`config.mk`:
```
export PLATFORM = sky130hd
export DESIGN_NAME = ddo_ctrl
export DESIGN_NICKNAME = d
export VERILOG_FILES = /design/src/rtl/diff_drive_odometry_integrator_assert.svh /design/src/rtl/ddo_pkg.sv /design/src/rtl/ddo_ctrl.sv
export SDC_FILE = /design/constraint.sdc
export NUM_CORES = 1
export LEC_CHECK = 0
export ABC_AREA = 1
export BUFFER_PORTS_ARGS = -buffer_cell sky130_fd_sc_hd__buf_2
export CAP_MARGIN = 0
export CORE_AREA = 8 8 45 47
export DETAILED_ROUTE_END_ITERATION = 8
export DIE_AREA = 0 0 53 55
export SLEW_MARGIN = 20
export SYNTH_ARGS = -nofsm -noshare
export SYNTH_HDL_FRONTEND = slang
export SYNTH_SLANG_ARGS = --single-unit
```
`constraint.sdc`:
```
create_clock -name clk -period 1.3 [get_ports clk]
set_input_delay 0 -clock clk [delete_from_list [all_inputs] [get_ports clk]]
set_output_delay 0 -clock clk [all_outputs]
set_load 0.02 [all_outputs]
```
`src/rtl/diff_drive_odometry_integrator_assert.svh`:
```
// Assertion macros for the odometry integrator.
`ifndef DIFF_DRIVE_ODOMETRY_INTEGRATOR_ASSERT_SVH
`define DIFF_DRIVE_ODOMETRY_INTEGRATOR_ASSERT_SVH

`ifndef SYNTH
`define DDO_ASSERT(lbl, clk, rst_n, prop) \
  lbl: assert property (@(posedge clk) disable iff (!rst_n) (prop)) \
    else $error("ddo assertion failed");
`define DDO_ASSERT_IMP(lbl, clk, rst_n, ante, cons) \
  lbl: assert property (@(posedge clk) disable iff (!rst_n) (ante) |-> (cons)) \
    else $error("ddo assertion failed");
`define DDO_ASSERT_NEXT(lbl, clk, rst_n, ante, cons) \
  lbl: assert property (@(posedge clk) disable iff (!rst_n) (ante) |=> (cons)) \
    else $error("ddo assertion failed");
`else
`define DDO_ASSERT(lbl, clk, rst_n, prop)
`define DDO_ASSERT_IMP(lbl, clk, rst_n, ante, cons)
`define DDO_ASSERT_NEXT(lbl, clk, rst_n, ante, cons)
`endif

`endif

```
`src/rtl/ddo_pkg.sv`:
```
package ddo_pkg;

  localparam int LIN_W  = 24;
  localparam int ANG_W  = 24;
  localparam int DT_W   = 16;
  localparam int POS_W  = 32;
  localparam int HEAD_W = 16;

  localparam int CORDIC_STEPS_DEF = 16;
  localparam int ANGLE_BITS_DEF   = 16;

  // CORDIC datapath width, Q2.30 plus growth headroom
  localparam int CW         = 34;
  localparam int ATAN_COUNT = 24;
  localparam int ATAN_IW    = 5;

  localparam logic signed [CW-1:0] GAIN_Q30 = CW'(652032874);

  typedef enum logic [3:0] {
    OP_NONE,
    OP_CAPTURE,
    OP_TURN,
    OP_HEAD,
    OP_INIT,
    OP_ROT,
    OP_FIX,
    OP_MUL_X,
    OP_RND_X,
    OP_ACC_X,
    OP_MUL_Y,
    OP_RND_Y,
    OP_ACC_Y,
    OP_OUT
  } op_t;

  typedef struct packed {
    op_t op;
  } cmd_t;

  typedef struct packed {
    logic rot_last;
  } status_t;

  // arctangents in units of 2^-32 turn
  function automatic logic [31:0] atan_turn32(input logic [ATAN_IW-1:0] idx);
    logic [31:0] v;
    case (idx)
      5'd0:    v = 32'd536870912;
      5'd1:    v = 32'd316933406;
      5'd2:    v = 32'd167458907;
      5'd3:    v = 32'd85004756;
      5'd4:    v = 32'd42667331;
      5'd5:    v = 32'd21354465;
      5'd6:    v = 32'd10679838;
      5'd7:    v = 32'd5340245;
      5'd8:    v = 32'd2670163;
      5'd9:    v = 32'd1335087;
      5'd10:   v = 32'd667544;
      5'd11:   v = 32'd333772;
      5'd12:   v = 32'd166886;
      5'd13:   v = 32'd83443;
      5'd14:   v = 32'd41722;
      5'd15:   v = 32'd20861;
      5'd16:   v = 32'd10430;
      5'd17:   v = 32'd5215;
      5'd18:   v = 32'd2608;
      5'd19:   v = 32'd1304;
      5'd20:   v = 32'd652;
      5'd21:   v = 32'd326;
      5'd22:   v = 32'd163;
      5'd23:   v = 32'd81;
      default: v = 32'd0;
    endcase
    return v;
  endfunction

endpackage

```
`src/rtl/ddo_ctrl.sv`:
```
module ddo_ctrl import ddo_pkg::*; (
  input  logic    clk,
  input  logic    rst_n,
  input  logic    in_valid,
  input  logic    out_ready,
  input  status_t st,
  output logic    in_ready,
  output logic    out_valid,
  output cmd_t    cmd
);

  typedef enum logic [3:0] {
    S_IDLE,
    S_TURN,
    S_HEAD,
    S_INIT,
    S_ROT,
    S_FIX,
    S_MULX,
    S_RNDX,
    S_ACCX,
    S_MULY,
    S_RNDY,
    S_ACCY,
    S_OUT
  } state_t;

  state_t state_r;
  logic   in_ready_r;
  logic   out_valid_r;
  logic   load_ok;
  logic   take;

  assign load_ok   = !out_valid_r || out_ready;
  assign take      = in_valid && in_ready_r;
  assign in_ready  = in_ready_r;
  assign out_valid = out_valid_r;

  always_comb begin
    cmd.op = OP_NONE;
    unique case (state_r)
      S_IDLE:  cmd.op = take ? OP_CAPTURE : OP_NONE;
      S_TURN:  cmd.op = OP_TURN;
      S_HEAD:  cmd.op = OP_HEAD;
      S_INIT:  cmd.op = OP_INIT;
      S_ROT:   cmd.op = OP_ROT;
      S_FIX:   cmd.op = OP_FIX;
      S_MULX:  cmd.op = OP_MUL_X;
      S_RNDX:  cmd.op = OP_RND_X;
      S_ACCX:  cmd.op = OP_ACC_X;
      S_MULY:  cmd.op = OP_MUL_Y;
      S_RNDY:  cmd.op = OP_RND_Y;
      S_ACCY:  cmd.op = OP_ACC_Y;
      S_OUT:   cmd.op = load_ok ? OP_OUT : OP_NONE;
      default: cmd.op = OP_NONE;
    endcase
  end

  always_ff @(posedge clk) begin
    if (!rst_n) begin
      state_r     <= S_IDLE;
      in_ready_r  <= 1'b1;
      out_valid_r <= 1'b0;
    end else begin
      // in S_OUT a taken result is replaced by the new load below
      if (out_valid_r && out_ready && state_r != S_OUT) begin
        out_valid_r <= 1'b0;
      end
      unique case (state_r)
        S_IDLE: begin
          if (take) begin
            state_r    <= S_TURN;
            in_ready_r <= 1'b0;
          end
        end
        S_TURN: state_r <= S_HEAD;
        S_HEAD: state_r <= S_INIT;
        S_INIT: state_r <= S_ROT;
        S_ROT: begin
          if (st.rot_last) begin
            state_r <= S_FIX;
          end
        end
        S_FIX:  state_r <= S_MULX;
        S_MULX: state_r <= S_RNDX;
        S_RNDX: state_r <= S_ACCX;
        S_ACCX: state_r <= S_MULY;
        S_MULY: state_r <= S_RNDY;
        S_RNDY: state_r <= S_ACCY;
        S_ACCY: state_r <= S_OUT;
        S_OUT: begin
          if (load_ok) begin
            out_valid_r <= 1'b1;
            in_ready_r  <= 1'b1;
            state_r     <= S_IDLE;
          end
        end
        default: state_r <= S_IDLE;
      endcase
    end
  end

endmodule

```
Word level (Yosys, flattened, before mapping):

Index checks and enable logic that the tools add are counted.

* flip-flop bits (word level): 6
* latch bits: 0
* RAM bits: 0
* bits in read-only memories: 0
* input bits: 5
* output and inout port bits: 6
* word-level logic and storage cells: 41
* memories kept: 0

* add/sub/neg operators: 0
* multiply operators: 0
* div/mod/pow operators: 0
* magnitude comparators: 0
* equal/unequal tests: 16
* shift operators: 0
* multiplexer cells: 13
* bitwise gates (word level): 0
* reduce and logical (&&, ||, !) cells: 9

Operators by type and width (count)
* 4-bit one-hot mux with 13 select lines: 2
* 4-bit equality test (second input constant): 5
* 4-bit by 3-bit equality test with 1-bit output (second input constant): 4
* 4-bit two-way mux: 4
* 4-bit by 2-bit equality test with 1-bit output (second input constant): 2
* 1-bit two-way mux: 6
* 2-bit != test (second input constant): 3
* 3-bit AND reduction: 2
* 4-bit by 1-bit equality test with 1-bit output (second input constant): 1
* 4-bit logical NOT: 1
* 4-bit != test (second input constant): 1
* 1-bit logical AND: 3
* 1-bit one-hot mux with 2 select lines: 1
* 2-bit nonzero test: 1
* 1-bit logical NOT: 1
* 1-bit logical OR: 1

Logic depth before layout (Yosys ltp):

Gate-level depths: netlist of the first run.

* word-level depth: 5
* depth in mapped cells: 7
* depth with buffers taken out: 7

Worst setup path before layout of the first run:

No wires, ideal clock.

* path kind: register to register
* start point: reg out_valid_r, in the netlist out_valid
* end point: reg state_r[2]
* arrival: 906 ps
* setup slack: 332 ps
* stages on the path, launching flop included: 7
* buffers on the path: 0
* path through: dfxtp_1 -> inv_1 -> nor2_1 -> nand3_1 -> nand3_2 -> nor2_2 -> nor2_2

* cells in the longest elaborated chain, start to end: 4

RTL lines
* start, declared: RTL line ddo_ctrl.sv:30 `logic out_valid_r;`
* start signal, assigned: RTL line ddo_ctrl.sv:63 `out_valid_r <= 1'b0;`
* start signal, assigned: RTL line ddo_ctrl.sv:67 `out_valid_r <= 1'b0;`
* start signal, assigned: RTL line ddo_ctrl.sv:93 `out_valid_r <= 1'b1;`
* 1-bit logical NOT: RTL line ddo_ctrl.sv:34 `assign load_ok = !out_valid_r || out_ready;`
* 1-bit logical OR: RTL line ddo_ctrl.sv:34
* 2-bit != test (no line)
* 3-bit AND reduction (no line)
* end signal, assigned: RTL line ddo_ctrl.sv:61 `state_r <= S_IDLE;`
* end signal, assigned: RTL line ddo_ctrl.sv:72 `state_r <= S_TURN;`
* end signal, assigned: RTL line ddo_ctrl.sv:76 `S_TURN: state_r <= S_HEAD;`
* end, declared: RTL line ddo_ctrl.sv:28 `state_t state_r;`

Every way passes these cells.
A chain may end at the register's enable or synchronous reset.

==> results.md, run 1 <==
- The run finished with clean final reports.
- The critical path in this run is classified as register to primary output.
- The net count of the finished layout is 75.
- The clock root buffer master is clkbuf_4.
- By area the synthesized netlist is led by dfxtp_1 34%, nand3_1 8.5%, nor2_1 8.5%.
- The detailed router finished its first iteration with 8 violations.
- In the finished design, the share of the clock period the worst path needs comes to 0.956.
- Setup violations remaining at the end of the flow were counted as 0.
- The I/O pin total is 11.
- Of all nets on the critical path, the largest fanout is 5.
- The number of clock sinks seen by CTS is 6.
- Leaving out fill and tap cells, the most frequent cells in the layout are 8 x nor2_1, 7 x inv_1, 7 x buf_2.
- Between clock sinks in the finished design, the worst skew comes to 0.000885 ns.
- The number of nets produced by synthesis is 57.
- The area of placed instances is 422 um2.
- The area growth from synthesis to layout is 48.8%.
- The leakage power of the design is 0.282 nW.
- The total grt overflow is 0.
- The total power draw is 1.24 mW.
- In the final layout, flip-flops and latches occupy 128 um2.
- The clock transition at the registers of the reported paths is 0.05 ns.
- The maximum ir drop on the vdd rail is 1240 uV.
- The netlist area before placement is 352 um2.
- The count of mapped cells out of synthesis is 52.
- The initial utilization of the core area, before any placement, comes to 0.254.
- Entering global routing, the biggest net connects 6 pins.
- The total area of multi-input combinational cells is 221 um2.
- From left edge to right edge, the die measures 53 um.
- Row generation in the floorplan step produced 14 rows.
- The number of violations of the max-capacitance limit is 0.
- The proportion of netlist area held by the largest area contributor is 0.342.
- The number of search-and-repair iterations in the first detailed-routing pass is 3.
- The via count of the first global-routing pass is 352.
- The final layout contains routed wiring with a total length of 1040 um.
- The share of the Yosys chip area taken by registers is 0.342.
- Setup repair after global routing could not meet its margin everywhere.
- The Yosys step of the flow raised 0 warnings.
- After detailed routing, the average wire length per cell comes to 12.4 um.
- The synthesis-stage register bit count is 6.
- The routed layout has 382 vias.
- The number of nets with antenna violations after detailed routing is 0.
- After detailed routing, the number of remaining DRC violations is 0.
- The core region area is 1380 um2.
- The repair_antennas step left the layout with diodes totalling 0.
- The endpoint kind of the worst setup timing path is a primary output.
- The congestion estimate from routability-driven global placement came to 0.845.
- The largest area contributor in the netlist is dfxtp_1.
- The library cell used most frequently in the layout, excluding fill and tap cells, is nor2_1.
- In the final layout, the share of cells above drive strength 1 is 0.515.
- The arrival time reported for the critical path endpoint is 1.24 ns.
- Clock tree synthesis inserted a total of 3 buffers.
- The final-report hold violation count is 0.
- The max-slew headroom at the worst pin is 0.852.
- The smallest clock period supported by the final layout is computed as 1.24 ns.
- For this run, the total global-route usage over all layers was measured as 0.0733.
- The initial antenna violation count was 0.
- The tightest min-delay check is of the primary input to register type.
- The vertical die dimension is 55 um.
- The total power per unit cell area is 2360 nW/um2.
- The data required time of the worst path is 1.30 ns.
- The average footprint of a synthesized cell is 6.76 um2.
- The number of distinct standard cells referenced by the synthesized netlist is 16.
- The number of filler cells placed in the layout is 146.
- The H-tree level count is 1.
- The die outline area is 2920 um2.
- The post-route standard cell area excluding fillers is 523 um2.
- Setup total negative slack on the finished layout was measured at 0 ns.
- Once detailed placement completed, the half-perimeter wirelength came to 662 um.
- The slew at the pin closest to its max-slew limit is 0.220 ns.
- The ratio of routed vias to standard cells is 4.55.
- The count of input and output buffers is 10.
- The highest clock rate is 0.804 GHz.
- The clock tree from TritonCTS is built.
- The type of origin of the critical path is a register.
- Clock latency on the worst-skew pair, taken at its later pin, is 0.26 ns.
- The global-route wire length before repair is 1480 um.
- Counting along the longest clock path gives a buffer depth of 2.
- The max-slew violation count is 0.
-- layer usage --
metal	routed length (um)	vias to the layer above	track usage
met1	445	174	0.0715
met2	533	8	0.111
met4	38	0	0.0776
met3	28	5	0.0321
li1	-	195	-
met5	0	-	0
-- what timing repair did --
| item | CTS | global route |
|---|---|---|
| gates resized for setup | 1 | 16 |
| buffers inserted | 1 | 1 |
| endpoints found under the setup margin | 1 | 3 |
| hold buffers | 1 | 0 |
| endpoints found under the hold margin | 1 | 0 |
| cloned | 0 | 0 |
| pin swaps | 1 | 1 |
-- kinds of logic (layout without fill, tap and decap cells) --
family	Yosys count	count (layout)	synth area share
simple gates	31	31	0.459
buf+inv	10	26	0.107
flops	6	6	0.342
compound gates	5	5	0.0925
-- synthesized netlist by cell type --
cell type,number
nand3_1,6
nand2_1,7
nand2_2,2
nor3_2,1
inv_2,2
o21ai_2,2
nor2_1,8
nor2_2,4
nand3_2,1
inv_1,7
o21ai_0,1
nor2_4,1
clkinv_1,1
a21oi_1,2
nand4_1,1
dfxtp_1,6
-- flip-flops by register name, indices dropped and copies added (netlist names) --
register and cells:
out_valid 1, state_r 4, in_ready 1
-- report_power, final --
group / internal, mW / switching [mW] / leakage [nW]
combinational: 0.295 / 0.426 / 0.217
sequential: 0.248 / 0.0778 / 0.0510
clock: 0.106 / 0.0838 / 0.0138
-- area by class of cell --
| cell class | count | share of cell area |
|---|---|---|
| multi-input combinational | 36 | 0.423 |
| timing repair buffer | 13 | 0.179 |
| sequential | 6 | 0.244 |
| tap | 16 | 0.0383 |
| inverter | 10 | 0.0718 |
| clock buffer | 3 | 0.0431 |
-- critical path, stage by stage (launching register included) --
cell and delay [ns]:
dfxtp_2 0.34, nor2_4 0.17, buf_4 0.14, nand4_1 0.12, nand3_2 0.11, buf_6 0.11
-- through the flow --
stage | util | instances | worst slack, ns | hold slack [ns]
2_1_floorplan | - | 52 | 0.332 | 0.0841
6_report | 0.378 | 84 | 0.0568 | 0.105
5_1_grt | 0.378 | 84 | -0.0217 | 0.141
3_5_place_dp | 0.305 | 78 | 0.258 | 0.227
4_1_cts | 0.335 | 83 | 0.00944 | 0.0374
3_3_place_gp | 0.305 | 78 | 0.267 | 0.225
-- path summary, 6_finish.rpt --
| path | from | to | slack [ns] | cells past startpoint |
|---|---|---|---|---|
| worst max-delay path | state_r[1]$_SDFFE_PN0P_ | cmd[0] | 0.06 | 5 |
| worst min-delay path | out_ready | out_valid$_SDFF_PN0_ | 0.10 | 4 |
| worst max register to register | state_r[1]$_SDFFE_PN0P_ | state_r[2]$_SDFFE_PN0P_ | 0.26 | 6 |
| worst min register to register | in_ready$_SDFFE_PN1P_ | in_ready$_SDFFE_PN1P_ | 0.51 | 2 |
(Power assumes the default switching activity.)
==> run 2: changes to the inputs <==
--- a/config.mk
+++ b/config.mk
@@ -13,2 +13,3 @@
 export DIE_AREA = 0 0 53 55
+export GPL_TIMING_DRIVEN = 0
 export SLEW_MARGIN = 20
==> constraint.sdc (replaced) <==
create_clock -name clk -period 1.3 [get_ports clk]
set_input_delay 0.065 -clock clk [delete_from_list [all_inputs] [get_ports clk]]
set_output_delay 0.065 -clock clk [all_outputs]
set_load 0.02 [all_outputs]
==> results.md, run 2 (synthesized netlist as in run 1, its figures left out) <==
- The max-slew headroom at the worst pin was 0.859 (+0.00702).
- The endpoint kind of the worst setup timing path is a primary output.
- The final wirelength came to 998 um (-4.4%).
- TritonCTS built the clock tree.
- The insertion delay of the later-clocked pin in the worst-skew pair came to 0.25 ns (about the same).
- The number of nets with antenna violations after detailed routing is 0 (unchanged).
- The via count of the first global-routing pass was 365 (+3.7%).
- The final-report hold violation count is 0 (unchanged).
- The final critical-path setup slack is -0.0219 ns (-0.0787 ns).
- The core region area is 1380 um2 (unchanged).
- The count of hold-fix buffers inserted at cts is 0 (-1).
- The data required time of the worst path came to 1.24 ns (-0.06 ns).
- The time the worst path needs with I/O delays and setup came to 1.32 ns (+0.0787 ns).
- The worst reg2reg path depth is 6 (unchanged).
- The slew at the pin closest to its max-slew limit is 0.210 ns (-0.0104 ns).
- The worst hold endpoint is in_ready$_SDFFE_PN1P_.
- Setup repair after global routing could not meet its margin everywhere.
- The total grt overflow is 0 (unchanged).
- The buffer levels on the longest clock path is 2 (unchanged).
- The combined global-route utilization of all metal layers was 0.0722 (-0.00101).
- The type of origin of the critical path is a register.
- The clock transition at the registers of the reported paths came to 0.05 ns (about the same).
- The initial antenna violation count is 0 (unchanged).
- The delay of the slowest cell on the worst path was 0.34 ns (about the same).
- The die outline area is 2920 um2 (unchanged).
- The share of layout cells above drive strength 1 is 0.500 (-0.0147).
- The count of input and output buffers is 10 (unchanged).
- The signal on the critical path passes through nor2_4 > buf_4 > nand4_1 > nand3_1 > buf_6.
- The peak fanout along the critical path was 4 (-1).
- In this run the clock root is driven by a clkbuf_4.
- The ratio of routed vias to standard cells was 4.65 (+2.4%).
- The initial core utilization was 0.254 (unchanged).
- The count of vias placed by the detailed router came to 391 (+2.4%).
- The worst setup slack before clock tree synthesis was 0.204 ns (-0.0543 ns).
- The H-tree level count is 1 (unchanged).
- The beginning of the worst register-to-register path is state_r[1]$_SDFFE_PN0P_.
- The library cell contributing the largest single delay on the critical path is dfxtp_2.
- The vertical die dimension is 55 um (unchanged).
- The max-slew violation count is 0 (unchanged).
- The area growth from synthesis to layout is 44.5%.
- The I/O pin total is 11 (unchanged).
- The critical path is of the register to primary output type.
- The path class of the lowest-slack min-delay path is primary input to register.
- The placer congestion estimate is 0.797 (-5.7%).
- The hold path startpoint is rst_n.
- The worst setup slack for register-to-register paths is 0.27 ns (about the same).
- The leakage power of the design is 0.278 nW (-1.6%).
- The checks that failed: setup timing.
- The count of placed standard cells including taps is 78 (unchanged).
- The run finished, with violations left.
- The number of search-and-repair iterations in the first detailed-routing pass came to 4 (+1).
- The final-report setup violation count is 1 (+1).
- The final setup skew was 0.00447 ns (+0.00358 ns).
- The global-route wire length before repair came to 1460 um (-0.95%).
- The total number of placement rows is 14 (unchanged).
- The top cell types in the final layout, fill and taps aside, are 8 x nor2_1, 7 x inv_1, 7 x buf_2.
- The number of violations of the max-capacitance limit is 0 (unchanged).
- The arrival time reported for the critical path endpoint is 1.26 ns (+0.02 ns).
- The total power per unit cell area is 2460 nW/um2 (+4.1%).
- The post-detailed-placement half-perimeter wirelength is 627 um (-5.3%).
- The final layout net count came to 75 (unchanged).
- The register name with the most flops is state_r.
- The post-layout instance count excluding filler cells is 84 (unchanged).
- The highest clock rate came to 0.756 GHz (-6.0%).
- The final critical-path share of the clock period came to 1.02 (+0.0606).
- The number of flip-flops under the largest register name was 4 (unchanged).
- The end of the worst register-to-register path is state_r[2]$_SDFFE_PN0P_.
- The number of buffers inserted during clock tree synthesis is 3 (unchanged).
- The initial DRC count is 11 (+3).
- The number of clock sinks seen by CTS is 6 (unchanged).
- The library cell used most frequently in the layout, excluding fill and tap cells, is nor2_1.
- The number of antenna cells inserted was 0 (unchanged).
- The largest net degree at the start of global routing is 6 (unchanged).
- The overall die width is 53 um (unchanged).
- The maximum ir drop on the vdd rail is 1240 uV (-0.18%).
- The number of cells traversed by the worst hold path is 2 (-2).
- The routed wirelength normalized by instance count is 11.9 um (-4.4%).
- The DRC violation count after routing came to 0 (unchanged).
run 2: cell types whose count changed in the layout (fill, tap and decap cells not counted), sizes merged:
cell / before / now
dlygate4sd3: 1 / 0
buf: 12 / 13
run 2: worst max path at each step:
stage,slack [ns],cells after the start,endpoint,startpoint
5_1_grt,-0.05,6,cmd[0],state_r[1]$_SDFFE_PN0P_
2_1_floorplan,0.33,6,state_r[2]$_SDFFE_PN0P_,out_valid$_SDFF_PN0_
6_report,-0.02,5,cmd[0],state_r[1]$_SDFFE_PN0P_
4_1_cts,0.005,6,cmd[0],state_r[0]$_SDFFE_PN0P_
3_5_place_dp,0.20,6,cmd[0],state_r[1]$_SDFFE_PN0P_
3_3_place_gp,0.20,6,cmd[0],state_r[1]$_SDFFE_PN0P_
run 2: timing repair:
action,in CTS,in global routing
setup buffers,2,1
endpoints found under the hold margin,0,0
cloned,0,0
gates resized for setup,4,11
setup endpoints to repair,3,3
pin swaps,1,2
run 2: area by class of cell:
type                            instances  area [um2]
Fill cell                             157         876
Multi-Input combinational cell         36         206
Sequential cell                         6         130
Timing Repair Buffer                   13        91.3
Inverter                               10        37.5
Clock buffer                            3        22.5
Tap cell                               16        20.0
run 2: power by group:
group	leakage [nW]	switching, mW	internal, mW
Clock	0.0138	0.0777	0.105
Combinational	0.212	0.428	0.307
Sequential	0.0513	0.0773	0.254
run 2: metrics by stage:
step	cell area, um2	utilization	TNS (ns)	hold WS (ns)	total power [mW]
after global routing	508	0.367	-0.0715	0.0259	1.34
after CTS	465	0.336	0	0.0282	1.15
after detailed placement	422	0.305	0	0.290	0.885
final	508	0.367	-0.0219	0.0293	1.25
after global placement	422	0.305	0	0.288	0.879
after floorplan	352	-	0	0.149	0.737
run 2: metal layers:
layer  up-vias  part of all wire  global-route usage
li1        201                 -                   -
met1       177              0.38              0.0763
met2        10              0.55               0.102
met3         3             0.035              0.0160
met4         0             0.029               0.103
met5         -                 0                   0
run 2: critical path: cells and delay by family, from the launching register on:
kind	cells	cell delay, ns
buf+inv	2	0.26
flops	1	0.34
simple gates	3	0.40
==> run 3: changes to the inputs <==
Settings changed: CORE_AREA 8 8 45 47 to 2 2 39 41, DIE_AREA 0 0 53 55 to 0 0 41 43, REMOVE_ABC_BUFFERS set to 1.
Clock period 1.3 ns to 1.5 ns, I/O delays scaled along.
==> results.md, run 3 (synthesized netlist as in run 1, its figures left out) <==
- The flow ran to the end, and the final reports show no timing, DRC or antenna violations.
- The global-route wire length before repair is 1250 um (-15%).
- The final-report hold violation count is 0 (unchanged).
- The total power per unit cell area came to 2040 nW/um2 (-17%).
- The number of flip-flops under the largest register name is 4 (unchanged).
- The post-detailed-placement half-perimeter wirelength is 561 um (-11%).
- The final critical-path share of the clock period is 0.904.
- The critical path goes through nand2_2 > nand2_1 > nor2_1 > a21oi_1 > nand3_1 > buf_2.
- The tree is rooted in a clkbuf_4.
- The H-tree level count is 1 (unchanged).
- On the critical path the largest part of the delay comes from flip-flops.
- The number of clock sinks seen by CTS is 6 (unchanged).
- The worst slack on hold paths came to 0.0547 ns (+0.0255 ns).
- The worst setup path is of the register to primary output kind.
- The DRC violation count after routing is 0 (unchanged).
- The via count of the first global-routing pass is 299 (-18%).
- The count of hold-fix buffers inserted at cts came to 0 (unchanged).
- The count of buffering cells on the critical path with inverters included was 1 (-1).
- The library cell used most frequently in the layout, excluding fill and tap cells, is buf_2.
- The buffer levels on the longest clock path is 2 (unchanged).
- The initial antenna violation count is 0 (unchanged).
- Setup repair after global routing left no endpoint under its margin.
- The final wirelength is 744 um (-25%).
- The routed design could run at a clock period as short as 1.36 ns.
- The number of buffers inserted during clock tree synthesis is 3 (unchanged).
- The path class of the lowest-slack min-delay path is primary input to register.
- STA classifies the critical path endpoint as a primary output.
- The die outline area is 1760 um2 (-40%).
- The initial DRC count is 6 (-5).
- The maximum ir drop on the vdd rail was 906 uV (-27%).
- The share of layout cells above drive strength 1 is 0.400 (-0.100).
- The initial core utilization was 0.254 (unchanged).
- STA classifies the critical path startpoint as a register.
- The area growth from synthesis to layout is 26.3%.
- The number of setup buffers added after CTS is 0 (-2).
- The placer congestion estimate is 0.817 (+2.6%).
- The arrival time reported for the critical path endpoint is 1.28 ns (+0.02 ns).
- The max-slew headroom at the worst pin came to 0.855 (-0.00329).
- The slew at the pin closest to its max-slew limit is 0.215 ns (+0.00488 ns).
- The number of nets with antenna violations after detailed routing is 0 (unchanged).
- The library cells used most frequently in the layout, excluding fill and tap cells, are 10 x buf_2, 8 x nor2_1, 7 x inv_1, 7 x nand2_1.
- TritonCTS built the clock tree.
- The I/O pin total is 11 (unchanged).
- The data required time of the worst path is 1.42 ns (+0.18 ns).
- The ratio of routed vias to standard cells is 4.60 (-1.1%).
- The final setup skew was 0.00133 ns (-0.00314 ns).
- The total grt overflow was 0 (unchanged).
- The number of search-and-repair iterations in the first detailed-routing pass is 4 (unchanged).
- The total number of placement rows is 14 (unchanged).
- The leakage power of the design was 0.245 nW (-12%).
- The final-report setup violation count is 0 (-1).
- The number of violations of the max-capacitance limit is 0 (unchanged).
- The max-slew violation count came to 0 (unchanged).
- The core region area is 1380 um2 (unchanged).
- state_r holds more flip-flops than any other register.
- The routed wirelength normalized by instance count came to 9.19 um (-23%).
- The count of vias placed by the detailed router is 373 (-4.6%).
- The final layout net count came to 72 (-4.0%).
- The peak fanout along the critical path was 5 (+1).
- The count of input and output buffers is 10 (unchanged).
- The total negative slack for setup checks was 0 ns (+0.0219 ns).
- The delay of the slowest cell on the worst path was 0.42 ns (+0.08 ns).
- The count of instances resized after the clock tree is built is 0 (-4).
- The number of antenna cells inserted is 0 (unchanged).
- The combined global-route utilization of all metal layers is 0.117 (+0.0452).
- The vertical die dimension came to 43 um (-22%).
- The insertion delay of the later-clocked pin in the worst-skew pair is 0.25 ns (about the same).
- Among all stages on the critical path, the largest delay is contributed by dfxtp_1.
- The largest net degree at the start of global routing was 7 (+1).
- The clock transition at the registers of the reported paths is 0.05 ns (about the same).
- The overall die width was 41 um (-23%).
- The highest clock rate is 0.738 GHz.
- The total power draw is 0.905 mW (-28%).
==> run 3: area by class of cell <==
cell class                 instances  area, um2
clock buffer                       3       22.5
inverter                          10       37.5
tap                               16       20.0
sequential                         6        120
timing repair buffer              10       50.0
multi-input combinational         36        194
fill                             156        940
==> run 3: per-stage QoR <==
stage,setup WS (ns),instance area (um2),util,std cells
4_1_cts,0.128,444,0.321,81
2_1_floorplan,0.523,352,-,52
5_1_grt,0.00927,444,0.321,81
6_report,0.145,444,0.321,81
3_3_place_gp,0.394,422,0.305,78
3_5_place_dp,0.409,422,0.305,78
==> run 3: where the power goes <==
part / total, mW / switching, mW / internal (mW)
combinational: 0.485 / 0.313 / 0.173
clock: 0.153 / 0.0623 / 0.0908
sequential: 0.267 / 0.0596 / 0.207
==> run 3: layer usage <==
metal,routed length (um),up-vias,track usage
met5,0,-,0
met4,16,0,0.140
met3,41,2,0.0628
met2,351,17,0.128
met1,335,164,0.138
li1,-,190,-
==> run 3: final timing paths <==
check                           cells after the start                      end  slack [ns]               startpoint
worst max-delay path                                6                   cmd[0]        0.14  state_r[3]$_SDFFE_PN0P_
worst min-delay path                                2    in_ready$_SDFFE_PN1P_        0.05                    rst_n
worst max register to register                      6  state_r[2]$_SDFFE_PN0P_        0.49  state_r[0]$_SDFFE_PN0P_
worst min register to register                      2    in_ready$_SDFFE_PN1P_        0.50    in_ready$_SDFFE_PN1P_
